$ cat src/rtl/fair_share_task_scheduler_macros.svh
// ----------------------------------------------------------------------------
// fair share task scheduler assertion macros
// concurrent assertion wrappers, compiled out when ASSERT_OFF is defined
// ----------------------------------------------------------------------------
`ifndef FAIR_SHARE_TASK_SCHEDULER_MACROS_SVH
`define FAIR_SHARE_TASK_SCHEDULER_MACROS_SVH

`ifndef ASSERT_OFF

// property must hold at every rising clock edge out of reset
`define FSTS_ASSERT(lbl, clk, rst_n, prop) \
    lbl: assert property (@(posedge clk) disable iff (!rst_n) (prop)) \
        else $error("fsts assertion failed");

// condition must never be seen out of reset
`define FSTS_ASSERT_NEVER(lbl, clk, rst_n, cond) \
    lbl: assert property (@(posedge clk) disable iff (!rst_n) !(cond)) \
        else $error("fsts forbidden condition seen");

`else

`define FSTS_ASSERT(lbl, clk, rst_n, prop)
`define FSTS_ASSERT_NEVER(lbl, clk, rst_n, cond)

`endif

`endif

$ cat src/rtl/fsts_pkg.sv
`timescale 1ns / 1ps
// ----------------------------------------------------------------------------
// fsts_pkg
// shared types, constants and helper functions of the fair share scheduler
// ----------------------------------------------------------------------------
package fsts_pkg;

    localparam int ID_SPACE  = 16;
    localparam int ID_W      = 4;
    localparam int CNT_W     = ID_W + 1;
    localparam int ELAPSED_W = 20;
    localparam int WEIGHT_W  = 9;
    localparam int CHARGE_W  = ELAPSED_W + WEIGHT_W;
    localparam int VTIME_W   = 48;
    localparam int STAMP_W   = 32;
    localparam int LEVEL_W   = 3;

    localparam int MAX_TASKS   = 16;
    localparam int NICE_LEVELS = 5;

    localparam int NICE_LO_RAW = -((NICE_LEVELS - 1) / 2);
    localparam int NICE_HI_RAW = (NICE_LEVELS - 1) + NICE_LO_RAW;
    localparam int NICE_LO     = (NICE_LO_RAW < -4) ? -4 : NICE_LO_RAW;
    localparam int NICE_HI     = (NICE_HI_RAW > 3) ? 3 : NICE_HI_RAW;

    localparam logic [VTIME_W-1:0] VTIME_MAX = '1;

    // 1.25^nice in q1.8, indexed by nice + 4
    localparam logic [WEIGHT_W-1:0] WEIGHT_Q88 [0:7] = '{
        9'd105, 9'd131, 9'd164, 9'd205, 9'd256, 9'd320, 9'd400, 9'd500
    };

    localparam logic OP_ADD   = 1'b0;
    localparam logic OP_SLICE = 1'b1;

    typedef enum logic [1:0] {
        STATUS_OK   = 2'd0,
        STATUS_FULL = 2'd1,
        STATUS_DUP  = 2'd2
    } fsts_status_t;

    typedef enum logic [3:0] {
        ST_IDLE,
        ST_DISPATCH,
        ST_ADD,
        ST_CHG_RD,
        ST_CHG_MUL,
        ST_CHG_WB,
        ST_SCAN,
        ST_SCAN_END,
        ST_RESULT
    } fsts_state_t;

    typedef struct packed {
        logic [LEVEL_W-1:0] level;
        logic [VTIME_W-1:0] vtime;
        logic [STAMP_W-1:0] stamp;
    } fsts_entry_t;

    typedef struct packed {
        logic load;
        logic add_exec;
        logic chg_rd;
        logic chg_mul;
        logic chg_wb;
        logic scan_step;
        logic result_load;
    } fsts_cmd_t;

    typedef struct packed {
        logic is_slice;
        logic charge_needed;
        logic scan_last;
        logic out_busy;
    } fsts_stat_t;

    function automatic logic [LEVEL_W-1:0] clamp_nice(input logic [LEVEL_W-1:0] raw);
        logic signed [LEVEL_W:0] v;
        v = signed'({raw[LEVEL_W-1], raw});
        if (v < NICE_LO) begin
            v = (LEVEL_W + 1)'(NICE_LO);
        end
        if (v > NICE_HI) begin
            v = (LEVEL_W + 1)'(NICE_HI);
        end
        return v[LEVEL_W-1:0];
    endfunction

    function automatic logic [WEIGHT_W-1:0] weight_of(input logic [LEVEL_W-1:0] level);
        logic [LEVEL_W-1:0] idx;
        idx = level + 3'd4;
        return WEIGHT_Q88[idx];
    endfunction

endpackage

$ cat src/rtl/fsts_datapath.sv
`timescale 1ns / 1ps
// ----------------------------------------------------------------------------
// fsts_datapath
// task table memory, charge multiplier, minimum scan and result register
// ----------------------------------------------------------------------------
`include "fair_share_task_scheduler_macros.svh"

module fsts_datapath (
    input  logic                              aclk,
    input  logic                              aresetn,
    input  fsts_pkg::fsts_cmd_t               cmd,
    output fsts_pkg::fsts_stat_t              stat,
    input  logic                              s_opcode,
    input  logic [fsts_pkg::ID_W-1:0]         s_task_id,
    input  logic signed [2:0]                 s_task_nice,
    input  logic [fsts_pkg::ELAPSED_W-1:0]    s_elapsed_ms,
    input  logic                              m_ready,
    output logic                              m_valid,
    output logic [fsts_pkg::ID_W-1:0]         m_running_task,
    output logic                              m_running_valid,
    output logic [1:0]                        m_status
);

    // latched item
    logic                               op_reg;
    logic [fsts_pkg::ID_W-1:0]          id_reg;
    logic [fsts_pkg::LEVEL_W-1:0]       nice_reg;
    logic [fsts_pkg::ELAPSED_W-1:0]     elapsed_reg;

    // scheduler state
    logic [fsts_pkg::ID_SPACE-1:0]      present_reg;
    logic [fsts_pkg::CNT_W-1:0]         task_count_reg;
    logic [fsts_pkg::STAMP_W-1:0]       seq_reg;
    logic [fsts_pkg::ID_W-1:0]          cur_task_reg;
    logic                               cur_valid_reg;
    logic [fsts_pkg::ID_W-1:0]          cur_task_next;
    logic                               cur_valid_next;
    fsts_pkg::fsts_status_t             status_reg;

    // task table
    fsts_pkg::fsts_entry_t              mem [0:fsts_pkg::ID_SPACE-1];
    fsts_pkg::fsts_entry_t              rd_data_reg;
    fsts_pkg::fsts_entry_t              wr_data;
    logic                               rd_en;
    logic [fsts_pkg::ID_W-1:0]          rd_addr;
    logic                               mem_we;
    logic [fsts_pkg::ID_W-1:0]          wr_addr;

    // charge path
    logic [fsts_pkg::CHARGE_W-1:0]      charge_reg;
    logic [fsts_pkg::CHARGE_W-1:0]      charge_next;
    logic [fsts_pkg::VTIME_W:0]         vtime_sum;
    logic [fsts_pkg::VTIME_W-1:0]       vtime_sat;

    // scan
    logic [fsts_pkg::ID_W-1:0]          scan_idx_reg;
    logic                               cmp_valid_reg;
    logic [fsts_pkg::ID_W-1:0]          cmp_id_reg;
    logic                               found_reg;
    logic [fsts_pkg::ID_W-1:0]          best_id_reg;
    logic [fsts_pkg::VTIME_W-1:0]       best_vtime_reg;
    logic [fsts_pkg::STAMP_W-1:0]       best_stamp_reg;
    logic                               take;

    // add decision
    logic                               dup;
    logic                               full;
    logic                               add_ok;

    // result register
    logic                               m_valid_reg;
    logic [fsts_pkg::ID_W-1:0]          m_running_task_reg;
    logic                               m_running_valid_reg;
    fsts_pkg::fsts_status_t             m_status_reg;

    assign dup    = present_reg[id_reg];
    assign full   = 32'(task_count_reg) >= 32'(fsts_pkg::MAX_TASKS);
    assign add_ok = !dup && !full;

    assign rd_en   = cmd.chg_rd || cmd.scan_step;
    assign rd_addr = cmd.chg_rd ? cur_task_reg : scan_idx_reg;
    assign mem_we  = (cmd.add_exec && add_ok) || cmd.chg_wb;
    assign wr_addr = cmd.chg_wb ? cur_task_reg : id_reg;

    assign charge_next = {{fsts_pkg::WEIGHT_W{1'b0}}, elapsed_reg}
                       * {{fsts_pkg::ELAPSED_W{1'b0}}, fsts_pkg::weight_of(rd_data_reg.level)};
    assign vtime_sum   = {1'b0, rd_data_reg.vtime}
                       + {{(fsts_pkg::VTIME_W + 1 - fsts_pkg::CHARGE_W){1'b0}}, charge_reg};
    assign vtime_sat   = vtime_sum[fsts_pkg::VTIME_W] ? fsts_pkg::VTIME_MAX
                                                      : vtime_sum[fsts_pkg::VTIME_W-1:0];

    always_comb begin
        if (cmd.chg_wb) begin
            wr_data.level = rd_data_reg.level;
            wr_data.vtime = vtime_sat;
        end else begin
            wr_data.level = fsts_pkg::clamp_nice(nice_reg);
            wr_data.vtime = '0;
        end
        wr_data.stamp = seq_reg;
    end

    // least vtime wins, earlier stamp breaks ties
    assign take = cmp_valid_reg && present_reg[cmp_id_reg] &&
                  (!found_reg || (rd_data_reg.vtime < best_vtime_reg) ||
                   ((rd_data_reg.vtime == best_vtime_reg) &&
                    (rd_data_reg.stamp < best_stamp_reg)));

    always_comb begin
        cur_task_next  = cur_task_reg;
        cur_valid_next = cur_valid_reg;
        if (op_reg == fsts_pkg::OP_SLICE) begin
            cur_valid_next = found_reg;
            cur_task_next  = found_reg ? best_id_reg : '0;
        end
    end

    always_ff @(posedge aclk) begin
        if (mem_we) begin
            mem[wr_addr] <= wr_data;
        end
        if (rd_en) begin
            rd_data_reg <= mem[rd_addr];
        end
    end

    always_ff @(posedge aclk) begin
        if (cmd.load) begin
            op_reg      <= s_opcode;
            id_reg      <= s_task_id;
            nice_reg    <= s_task_nice;
            elapsed_reg <= s_elapsed_ms;
        end
        if (cmd.chg_mul) begin
            charge_reg <= charge_next;
        end
        if (take) begin
            best_id_reg    <= cmp_id_reg;
            best_vtime_reg <= rd_data_reg.vtime;
            best_stamp_reg <= rd_data_reg.stamp;
        end
        if (cmd.result_load) begin
            m_running_task_reg  <= cur_valid_next ? cur_task_next : '0;
            m_running_valid_reg <= cur_valid_next;
            m_status_reg        <= status_reg;
        end
    end

    always_ff @(posedge aclk) begin
        if (!aresetn) begin
            present_reg    <= '0;
            task_count_reg <= '0;
            seq_reg        <= '0;
            cur_task_reg   <= '0;
            cur_valid_reg  <= 1'b0;
            status_reg     <= fsts_pkg::STATUS_OK;
            scan_idx_reg   <= '0;
            cmp_valid_reg  <= 1'b0;
            cmp_id_reg     <= '0;
            found_reg      <= 1'b0;
            m_valid_reg    <= 1'b0;
        end else begin
            if (mem_we) begin
                seq_reg <= seq_reg + 32'd1;
            end
            if (cmd.load) begin
                status_reg   <= fsts_pkg::STATUS_OK;
                scan_idx_reg <= '0;
                found_reg    <= 1'b0;
            end
            if (cmd.add_exec) begin
                if (dup) begin
                    status_reg <= fsts_pkg::STATUS_DUP;
                end else if (full) begin
                    status_reg <= fsts_pkg::STATUS_FULL;
                end else begin
                    present_reg[id_reg] <= 1'b1;
                    task_count_reg      <= task_count_reg + 1'b1;
                end
            end
            // read issued this cycle is compared on the next
            cmp_valid_reg <= cmd.scan_step;
            if (cmd.scan_step) begin
                cmp_id_reg   <= scan_idx_reg;
                scan_idx_reg <= scan_idx_reg + 1'b1;
            end
            if (take) begin
                found_reg <= 1'b1;
            end
            if (cmd.result_load) begin
                cur_task_reg  <= cur_task_next;
                cur_valid_reg <= cur_valid_next;
                m_valid_reg   <= 1'b1;
            end else if (m_ready) begin
                m_valid_reg <= 1'b0;
            end
        end
    end

    assign stat.is_slice      = (op_reg == fsts_pkg::OP_SLICE);
    assign stat.charge_needed = cur_valid_reg && present_reg[cur_task_reg];
    assign stat.scan_last     = (scan_idx_reg == {fsts_pkg::ID_W{1'b1}});
    assign stat.out_busy      = m_valid_reg && !m_ready;

    assign m_valid         = m_valid_reg;
    assign m_running_task  = m_running_task_reg;
    assign m_running_valid = m_running_valid_reg;
    assign m_status        = m_status_reg;

    `FSTS_ASSERT(a_count_matches, aclk, aresetn, 32'(task_count_reg) == $countones(present_reg))
    `FSTS_ASSERT(a_current_present, aclk, aresetn, cur_valid_reg |-> present_reg[cur_task_reg])
    `FSTS_ASSERT(a_seq_step, aclk, aresetn, mem_we |=> (seq_reg == $past(seq_reg) + 32'd1))
    `FSTS_ASSERT_NEVER(a_add_with_charge, aclk, aresetn, cmd.add_exec && cmd.chg_wb)

endmodule

$ cat src/rtl/fsts_ctrl.sv
`timescale 1ns / 1ps
// ----------------------------------------------------------------------------
// fsts_ctrl
// sequencer for add, charge, minimum scan and result handoff
// ----------------------------------------------------------------------------
module fsts_ctrl (
    input  logic                  aclk,
    input  logic                  aresetn,
    input  logic                  s_valid,
    output logic                  s_ready,
    input  fsts_pkg::fsts_stat_t  stat,
    output fsts_pkg::fsts_cmd_t   cmd
);

    fsts_pkg::fsts_state_t state_reg;
    fsts_pkg::fsts_state_t state_next;

    always_ff @(posedge aclk) begin
        if (!aresetn) begin
            state_reg <= fsts_pkg::ST_IDLE;
        end else begin
            state_reg <= state_next;
        end
    end

    always_comb begin
        state_next = state_reg;
        unique case (state_reg)
            fsts_pkg::ST_IDLE: begin
                if (s_valid) begin
                    state_next = fsts_pkg::ST_DISPATCH;
                end
            end
            fsts_pkg::ST_DISPATCH: begin
                if (!stat.is_slice) begin
                    state_next = fsts_pkg::ST_ADD;
                end else if (stat.charge_needed) begin
                    state_next = fsts_pkg::ST_CHG_RD;
                end else begin
                    state_next = fsts_pkg::ST_SCAN;
                end
            end
            fsts_pkg::ST_ADD:     state_next = fsts_pkg::ST_RESULT;
            fsts_pkg::ST_CHG_RD:  state_next = fsts_pkg::ST_CHG_MUL;
            fsts_pkg::ST_CHG_MUL: state_next = fsts_pkg::ST_CHG_WB;
            fsts_pkg::ST_CHG_WB:  state_next = fsts_pkg::ST_SCAN;
            fsts_pkg::ST_SCAN: begin
                if (stat.scan_last) begin
                    state_next = fsts_pkg::ST_SCAN_END;
                end
            end
            fsts_pkg::ST_SCAN_END: state_next = fsts_pkg::ST_RESULT;
            fsts_pkg::ST_RESULT: begin
                if (!stat.out_busy) begin
                    state_next = fsts_pkg::ST_IDLE;
                end
            end
            default: state_next = fsts_pkg::ST_IDLE;
        endcase
    end

    always_comb begin
        cmd     = '0;
        s_ready = 1'b0;
        unique case (state_reg)
            fsts_pkg::ST_IDLE: begin
                s_ready  = 1'b1;
                cmd.load = s_valid;
            end
            fsts_pkg::ST_ADD:     cmd.add_exec  = 1'b1;
            fsts_pkg::ST_CHG_RD:  cmd.chg_rd    = 1'b1;
            fsts_pkg::ST_CHG_MUL: cmd.chg_mul   = 1'b1;
            fsts_pkg::ST_CHG_WB:  cmd.chg_wb    = 1'b1;
            fsts_pkg::ST_SCAN:    cmd.scan_step = 1'b1;
            fsts_pkg::ST_RESULT:  cmd.result_load = !stat.out_busy;
            default: begin
                cmd = '0;
            end
        endcase
    end

endmodule

$ cat src/rtl/fair_share_task_scheduler.sv
`timescale 1ns / 1ps
// ----------------------------------------------------------------------------
// fair_share_task_scheduler
// least virtual runtime scheduler over a sixteen-entry task table
// ----------------------------------------------------------------------------
//  channel   direction  handshake          payload
//  s_        in         s_valid / s_ready  opcode, task_id, task_nice, elapsed_ms
//  m_        out        m_valid / m_ready  running_task, running_valid, status
//
//  add: dispatch, add, result; slice end: dispatch, charge read, multiply and
//  write back if charged, scan, scan end, result; the scan reads all sixteen
//  table entries through the single read port of the task memory, one a cycle
//  one item in flight; s_ready is high whenever the sequencer is idle, also
//  while a result waits in the output register; a full one stalls the next
//  synchronous active-low reset empties the table; no clearing pass
// ----------------------------------------------------------------------------
module fair_share_task_scheduler (
    input  logic                              aclk,
    input  logic                              aresetn,
    input  logic                              s_valid,
    output logic                              s_ready,
    input  logic                              s_opcode,
    input  logic [fsts_pkg::ID_W-1:0]         s_task_id,
    input  logic signed [2:0]                 s_task_nice,
    input  logic [fsts_pkg::ELAPSED_W-1:0]    s_elapsed_ms,
    output logic                              m_valid,
    input  logic                              m_ready,
    output logic [fsts_pkg::ID_W-1:0]         m_running_task,
    output logic                              m_running_valid,
    output logic [1:0]                        m_status
);

    fsts_pkg::fsts_cmd_t  cmd;
    fsts_pkg::fsts_stat_t stat;

    fsts_ctrl u_ctrl (
        .aclk    (aclk),
        .aresetn (aresetn),
        .s_valid (s_valid),
        .s_ready (s_ready),
        .stat    (stat),
        .cmd     (cmd)
    );

    fsts_datapath u_datapath (
        .aclk            (aclk),
        .aresetn         (aresetn),
        .cmd             (cmd),
        .stat            (stat),
        .s_opcode        (s_opcode),
        .s_task_id       (s_task_id),
        .s_task_nice     (s_task_nice),
        .s_elapsed_ms    (s_elapsed_ms),
        .m_ready         (m_ready),
        .m_valid         (m_valid),
        .m_running_task  (m_running_task),
        .m_running_valid (m_running_valid),
        .m_status        (m_status)
    );

endmodule
$ cat config.mk
export PLATFORM = sky130hd
export DESIGN_NAME = fair_share_task_scheduler
export DESIGN_NICKNAME = d
export VERILOG_FILES = /design/src/rtl/fsts_pkg.sv /design/src/rtl/fsts_datapath.sv /design/src/rtl/fsts_ctrl.sv /design/src/rtl/fair_share_task_scheduler.sv
export VERILOG_INCLUDE_DIRS = /design/src /design/src/rtl
export SDC_FILE = /design/constraint.sdc
export NUM_CORES = 2
export LEC_CHECK = 0
export ABC_AREA = 1
export BUFFER_PORTS_ARGS = -buffer_cell sky130_fd_sc_hd__buf_4
export CORE_MARGIN = 1.5
export CORE_UTILIZATION = 50
export DETAILED_ROUTE_END_ITERATION = 7
export MAX_ROUTING_LAYER = met4
export PLACE_DENSITY = 0.63
export SETUP_SLACK_MARGIN = 0.2
export SLEW_MARGIN = 10
export SYNTH_ARGS = -nofsm -noshare
export SYNTH_HDL_FRONTEND = slang
export SYNTH_HIERARCHICAL = 1
export SYNTH_SLANG_ARGS = --single-unit
$ cat constraint.sdc
create_clock -name aclk -period 6.55 [get_ports aclk]
set_clock_uncertainty 0.15 [all_clocks]
set_input_delay 0 -clock aclk [delete_from_list [all_inputs] [get_ports aclk]]
set_output_delay 0 -clock aclk [all_outputs]
set_load 0.03 [all_outputs]
# Word level (Yosys, flattened, before mapping)
# Memories as Yosys holds them, arrays and structs flattened. A register that Yosys moved wholly into a read port is not among the register bits.
# Cells that the tools add are included.
# totals
memories	2
ramBits	1328
in_bits	32
regBits	223
mem_bits_ro	72
word_cells	128
# memory_table
name	words	width	read_ports	rd_clocked_by_memory_dff	wr	line	source
u_datapath.mem	16	83	1	1	1	fsts_datapath.sv:41	fsts_pkg::fsts_entry_t mem [0:fsts_pkg::ID_SPACE-1];
(no name shown)	8	9	1	0	0	fsts_pkg.sv:92	return WEIGHT_Q88[idx];
# op_classes
bitwise	4
multipliers	1
mux	46
reduce_logical	24
n_lt_le_gt_ge	10
addsub	5
eq_ne	13
# ops
op	n
$mux 51	1
$add 48x29->49	1
$eq 48x48->1	1
$lt 48x48->1	1
$mux 4	12
$mux 48	1
$add 32x1->32 const B	1
$lt 32x32->1	1
$pmux 4 s8	1
$mul 20x9->29	1
$mux 1	19
$mux 9	2
$eq 4x3->1 const B	4
$or 16x16->16	1
$lt 4x5->1 const B	3
$bmux 1 s4	3
$eq 4x2->1 const B	2
$eq 4x4->1 const B	2
$logic_and 1x1->1	8
$mux 2	4
$mux 3	2
$ne 2x2->1 const B	3
$reduce_and 3->1	2
$reduce_bool 2->1	3
16 further kinds	24

# Depth between registers and ports, before layout
# depth
depth_word	8
depth_mapped	25
ltp_nobuf	25

# By module
# The synthesis kept the hierarchy.
# by_module_without_submodules
mod	n_inst	cells_each	area_per_inst_um2
fsts_datapath	1	6773	75189.6
fsts_ctrl	1	49	284.0

# Worst setup path after synthesis
# No wires, ideal clock.
# synth_timing
path_type	reg-to-reg
start	register u_ctrl.state_reg[0]
end	memory u_datapath/mem[0][0] in the netlist's numbering (enable)
slack_ns	0.902
t_arrival_ns	4.973
stages_incl_launch_ff	10
cell_sequence	dfxtp_1 inv_2 nor2_2 nand2_1 nor2_1 clkbuf_1 nand2_1 o21ai_0 nand2_1 nor2_1
# synth_lines
element	line	source
start, declared	fsts_ctrl.sv:15	fsts_pkg::fsts_state_t state_reg;
start signal, assigned	fsts_ctrl.sv:20	state_reg <= fsts_pkg::ST_IDLE;
start signal, assigned	fsts_ctrl.sv:22	state_reg <= state_next;
end, declared	fsts_datapath.sv:41	

# Final worst setup path
# layout_timing
start	register u_datapath/rd_data_reg[81] (netlist name)
end	register u_datapath/charge_reg[25] in the netlist's numbering, data pin
# layout_between
elab_chain_cells	6
# layout_rtl
element	line	source
$add 3x3->3	fsts_pkg.sv:91	idx = level + 3'd4;
$not 3->4 (implied by the code)	fsts_pkg.sv:92	
$mem_v2 8x9	n/a	
$mux 9 (implied by the code) (2 in a row)	fsts_pkg.sv:92	
$mul 20x9->29	fsts_datapath.sv:86	* {{fsts_pkg::ELAPSED_W{1'b0}}, fsts_pkg::weight_of(rd_data_reg.level)};
net u_datapath.charge_next (one bit)	fsts_datapath.sv:51	logic [fsts_pkg::CHARGE_W-1:0] charge_next;
end signal, assigned	fsts_datapath.sv:135	charge_reg <= charge_next;
end, declared	fsts_datapath.sv:50	logic [fsts_pkg::CHARGE_W-1:0] charge_reg;
# The timed path passes the listed nets, and every way through them passes these cells. The select of a mux whose other input is x is not followed.
# A chain may end at the register's enable or synchronous reset.

==> flow_metrics.tcl <==
set metrics [dict create \
    internal_power_mw 20.1 \
    io_pins 41 \
    grt_overflow_total 0 \
    antenna_left 0 \
    yosys_warnings 6 \
    synth_edf_count 1559 \
    die_area_mm2 0.153 \
    rsz0062_at_grt "false" \
    max_stage_delay_ns 0.56 \
    vias 49516 \
    dpl_cell_area_mm2 0.0781 \
    power_frac_comb 0.242 \
    switching_share 0.310 \
    powerDensity_mw_per_mm2 346 \
    drc 0 \
    synth_area_per_cell_um2 11.1 \
    period_needed_ns 6.04 \
    ys_types 45 \
    reg2regPathDepth 21 \
    fin_nets 7191 \
    synth-seq-cells 1634 \
    r2r-end "u_datapath/charge_reg[25]" \
    grt_pass1_wl_um 289000 \
    seq_power_share 0.429 \
    drtPass1Iterations 6 \
    arrival_ns 6.42 \
    syn_area_mm2 0.0755 \
    port_buffers 40 \
    slew_headroom 0.188 \
    cts_buffer_depth 3 \
    finalMaxSlewViolations 0 \
    place_congestion 0.941 \
    clock_power_share 0.329 \
    ys_seq_area_frac 0.640 \
    fin_crit_sh 0.922 \
    core_area_mm2 0.150 \
    hp-start "s_valid" \
    h-tree-depth 4 \
    layout_commonest_cell "edfxtp_1" \
    setup_tns_ns 0 \
    grt_max_degree 239 \
    final_cell_mix "edfxtp_1, inv_1, nand2_1" \
    criticalPathCategory "reg2reg" \
    r2r_slack_ns 0.51 \
    grt_pass1_vias 46642 \
    critical_path.slowest_cell "fa_1" \
    final_area_mm2 0.0843 \
    hp-class "in2reg" \
    clock_latency_ns 0.82 \
    synth_nets 7147 \
    p_leak_nw 33.1 \
    whs_endpoint "u_ctrl/state_reg[0]" \
    cts_buffers 168 \
    antenna_found_initial 0 \
    fin_util 0.563 \
    cts-root-buf "clkbuf_16" \
    drt_iter0_markers 4631 \
    wl_per_cell_um 21.3 \
    fillers 12473 \
    path_cells "clkinvlp_4, ha_1, nor2_1, a21oi_1, buf_4, inv_1, nand2_1, fa_1, fa_1, inv_1, fa_1, fa_1, ha_1, a21oi_1, a21boi_0, nor3_1, nor2_1, nor2_1, nand2_1, nand2_1, xor2_1" \
    fmax_mhz 166 \
    worst_pin_slew_ns 1.22 \
    crit_top_cell "fa_1" \
    synth-main-ff-cell "edfxtp_1" \
    status "completed" \
    synth.area.top_cells "edfxtp_1, inv_1, nand2_1, a21oi_1, o21ai_0" \
    netlist_instances 6822 \
    largest_reg_flops 1328 \
    p_sw_mw 9.03 \
    crit_required_ns 6.93 \
    start_util 0.504 \
    crit_path_start_kind "register" \
    ir_worst_vdd_v 0.000402 \
    rows 142 \
    grt_use_total 0.259 \
    async_reset_ff_frac 0 \
    hold_viol 0 \
    path_clk_slew_ns 0.06 \
    numClockSinks 1634 \
    drive_above_1_share 0.0618 \
    syn_to_final_growth_pct 11.8 \
    critPathCaptureType "register" \
    whs_path_depth 8 \
    drt_wl_total_um 192000 \
    r2r-start "u_datapath/rd_data_reg[81]" \
    die_h_um 392 \
    yosys.area.top_type "edfxtp_1" \
    path_max_fanout 16 \
    viasPerCell 5.49 \
    drv_cap 0 \
    die_x_um 392 \
    setup_viol 0 \
    yosysTopAreaCellShare 0.620 \
    place_hpwl_um 109000 \
    cts_tree "built" \
]
[critical path, delay by kind of cell, from the launching register on]
kind / cells / cell delay [ns]
flip-flops: 1 / 0.45
buffers and inverters: 4 / 0.75
AND/OR/NAND/NOR: 7 / 0.81
AO/OA/AOI/OAI: 3 / 0.72
XOR/XNOR: 1 / 0.14
adder cells (fa/ha/maj): 6 / 2.74
[synth_stat cells, types with 2 or more instances]
cell type,count
a211oi_1,2
a21boi_0,3
a21o_1,2
a21oi_1,612
a22oi_1,10
a31oi_1,4
and2_1,2
buf_1,25
buf_2,136
buf_4,5
buf_6,4
clkbuf_1,150
clkinv_1,4
dfxtp_1,75
edfxtp_1,1559
fa_1,128
ha_1,165
inv_1,1164
inv_2,5
nand2_1,957
nand2_2,5
nand3_1,502
nand3b_1,8
nand4_1,21
nor2_1,311
nor2_2,11
nor3_1,30
nor3_2,3
nor4_1,9
o211ai_1,258
o21a_1,7
o21ai_0,513
o21ai_1,3
o21ai_2,3
o21bai_1,5
o221ai_1,39
or2_2,4
xnor2_1,27
xor2_1,45
[how the worst max path moves through the flow]
stage | cells after the start | slack, ns | startpoint | end
final | 21 | 0.51 | u_datapath/rd_data_reg[81] | u_datapath/charge_reg[25]
after global routing | 24 | 0.21 | u_datapath/rd_data_reg[81] | u_datapath/charge_reg[28]
after CTS | 22 | 0.45 | u_datapath/rd_data_reg[81] | u_datapath/charge_reg[28]
after detailed placement | 22 | 0.49 | u_datapath/rd_data_reg[81] | u_datapath/charge_reg[28]
after global placement | 22 | 0.52 | u_datapath/rd_data_reg[81] | u_datapath/charge_reg[28]
after floorplan | 9 | 0.90 | u_ctrl/state_reg[0] | u_datapath/mem[0][0]
[final cells by class]
class,instances,area (µm²),share of cell area
Clock buffer,203,4390,0.0520
Multi-Input combinational cell,3695,21500,0.255
Inverter,1173,4430,0.0526
Timing Repair Buffer,194,2000,0.0237
Clock inverter,107,1160,0.0138
Sequential cell,1634,48300,0.573
Tap cell,2016,2520,0.0299
Antenna cell,1,2.50,0.0000297
[per-stage QoR]
| stage | hold slack, ns | power (mW) | instances | setup WS, ns |
|---|---|---|---|---|
| after floorplan | -0.0511 | 17.7 | 6822 | 0.902 |
| after global routing | 0.147 | 30.7 | 9022 | 0.207 |
| after CTS | 0.0376 | 29.3 | 9022 | 0.450 |
| after global placement | 0.0282 | 19.8 | 8650 | 0.518 |
| after detailed placement | 0.0295 | 19.8 | 8650 | 0.486 |
| final | 0.0900 | 29.2 | 9023 | 0.511 |
[power groups by stage]
stage / Combinational, mW / Clock, mW / Sequential (mW)
floorplan: 5.11 / 0 / 12.6
global placement: 7.08 / 0 / 12.7
detailed placement: 7.06 / 0 / 12.7
CTS: 7.09 / 9.74 / 12.5
global route: 8.01 / 10.1 / 12.5
finish: 7.06 / 9.58 / 12.5
[metal layers]
metal | part of all wire | global-route usage | up-vias
met4 | 0.020 | 0.0625 | 0
met3 | 0.062 | 0.0327 | 261
li1 | - | - | 23522
met1 | 0.45 | 0.362 | 24157
met5 | 0 | - | -
met2 | 0.47 | 0.404 | 1576
[logic make-up after synthesis]
kind of cell    after synthesis  synth area share
buf+inv                    1493            0.0772
fa+ha+maj                   293            0.0613
flops                      1634             0.640
compound gates             1464             0.109
xor+xnor                     72           0.00836
simple gates               1866             0.104
[repair_timing]
| item | in CTS | in global routing |
|---|---|---|
| setup endpoints to repair | 0 | 4 |
| hold buffers | 62 | 0 |
| gates resized for setup | 0 | 3 |
| setup buffers | 0 | 0 |
| endpoints found under the hold margin | 85 | 0 |
(Power assumes the default switching activity.)
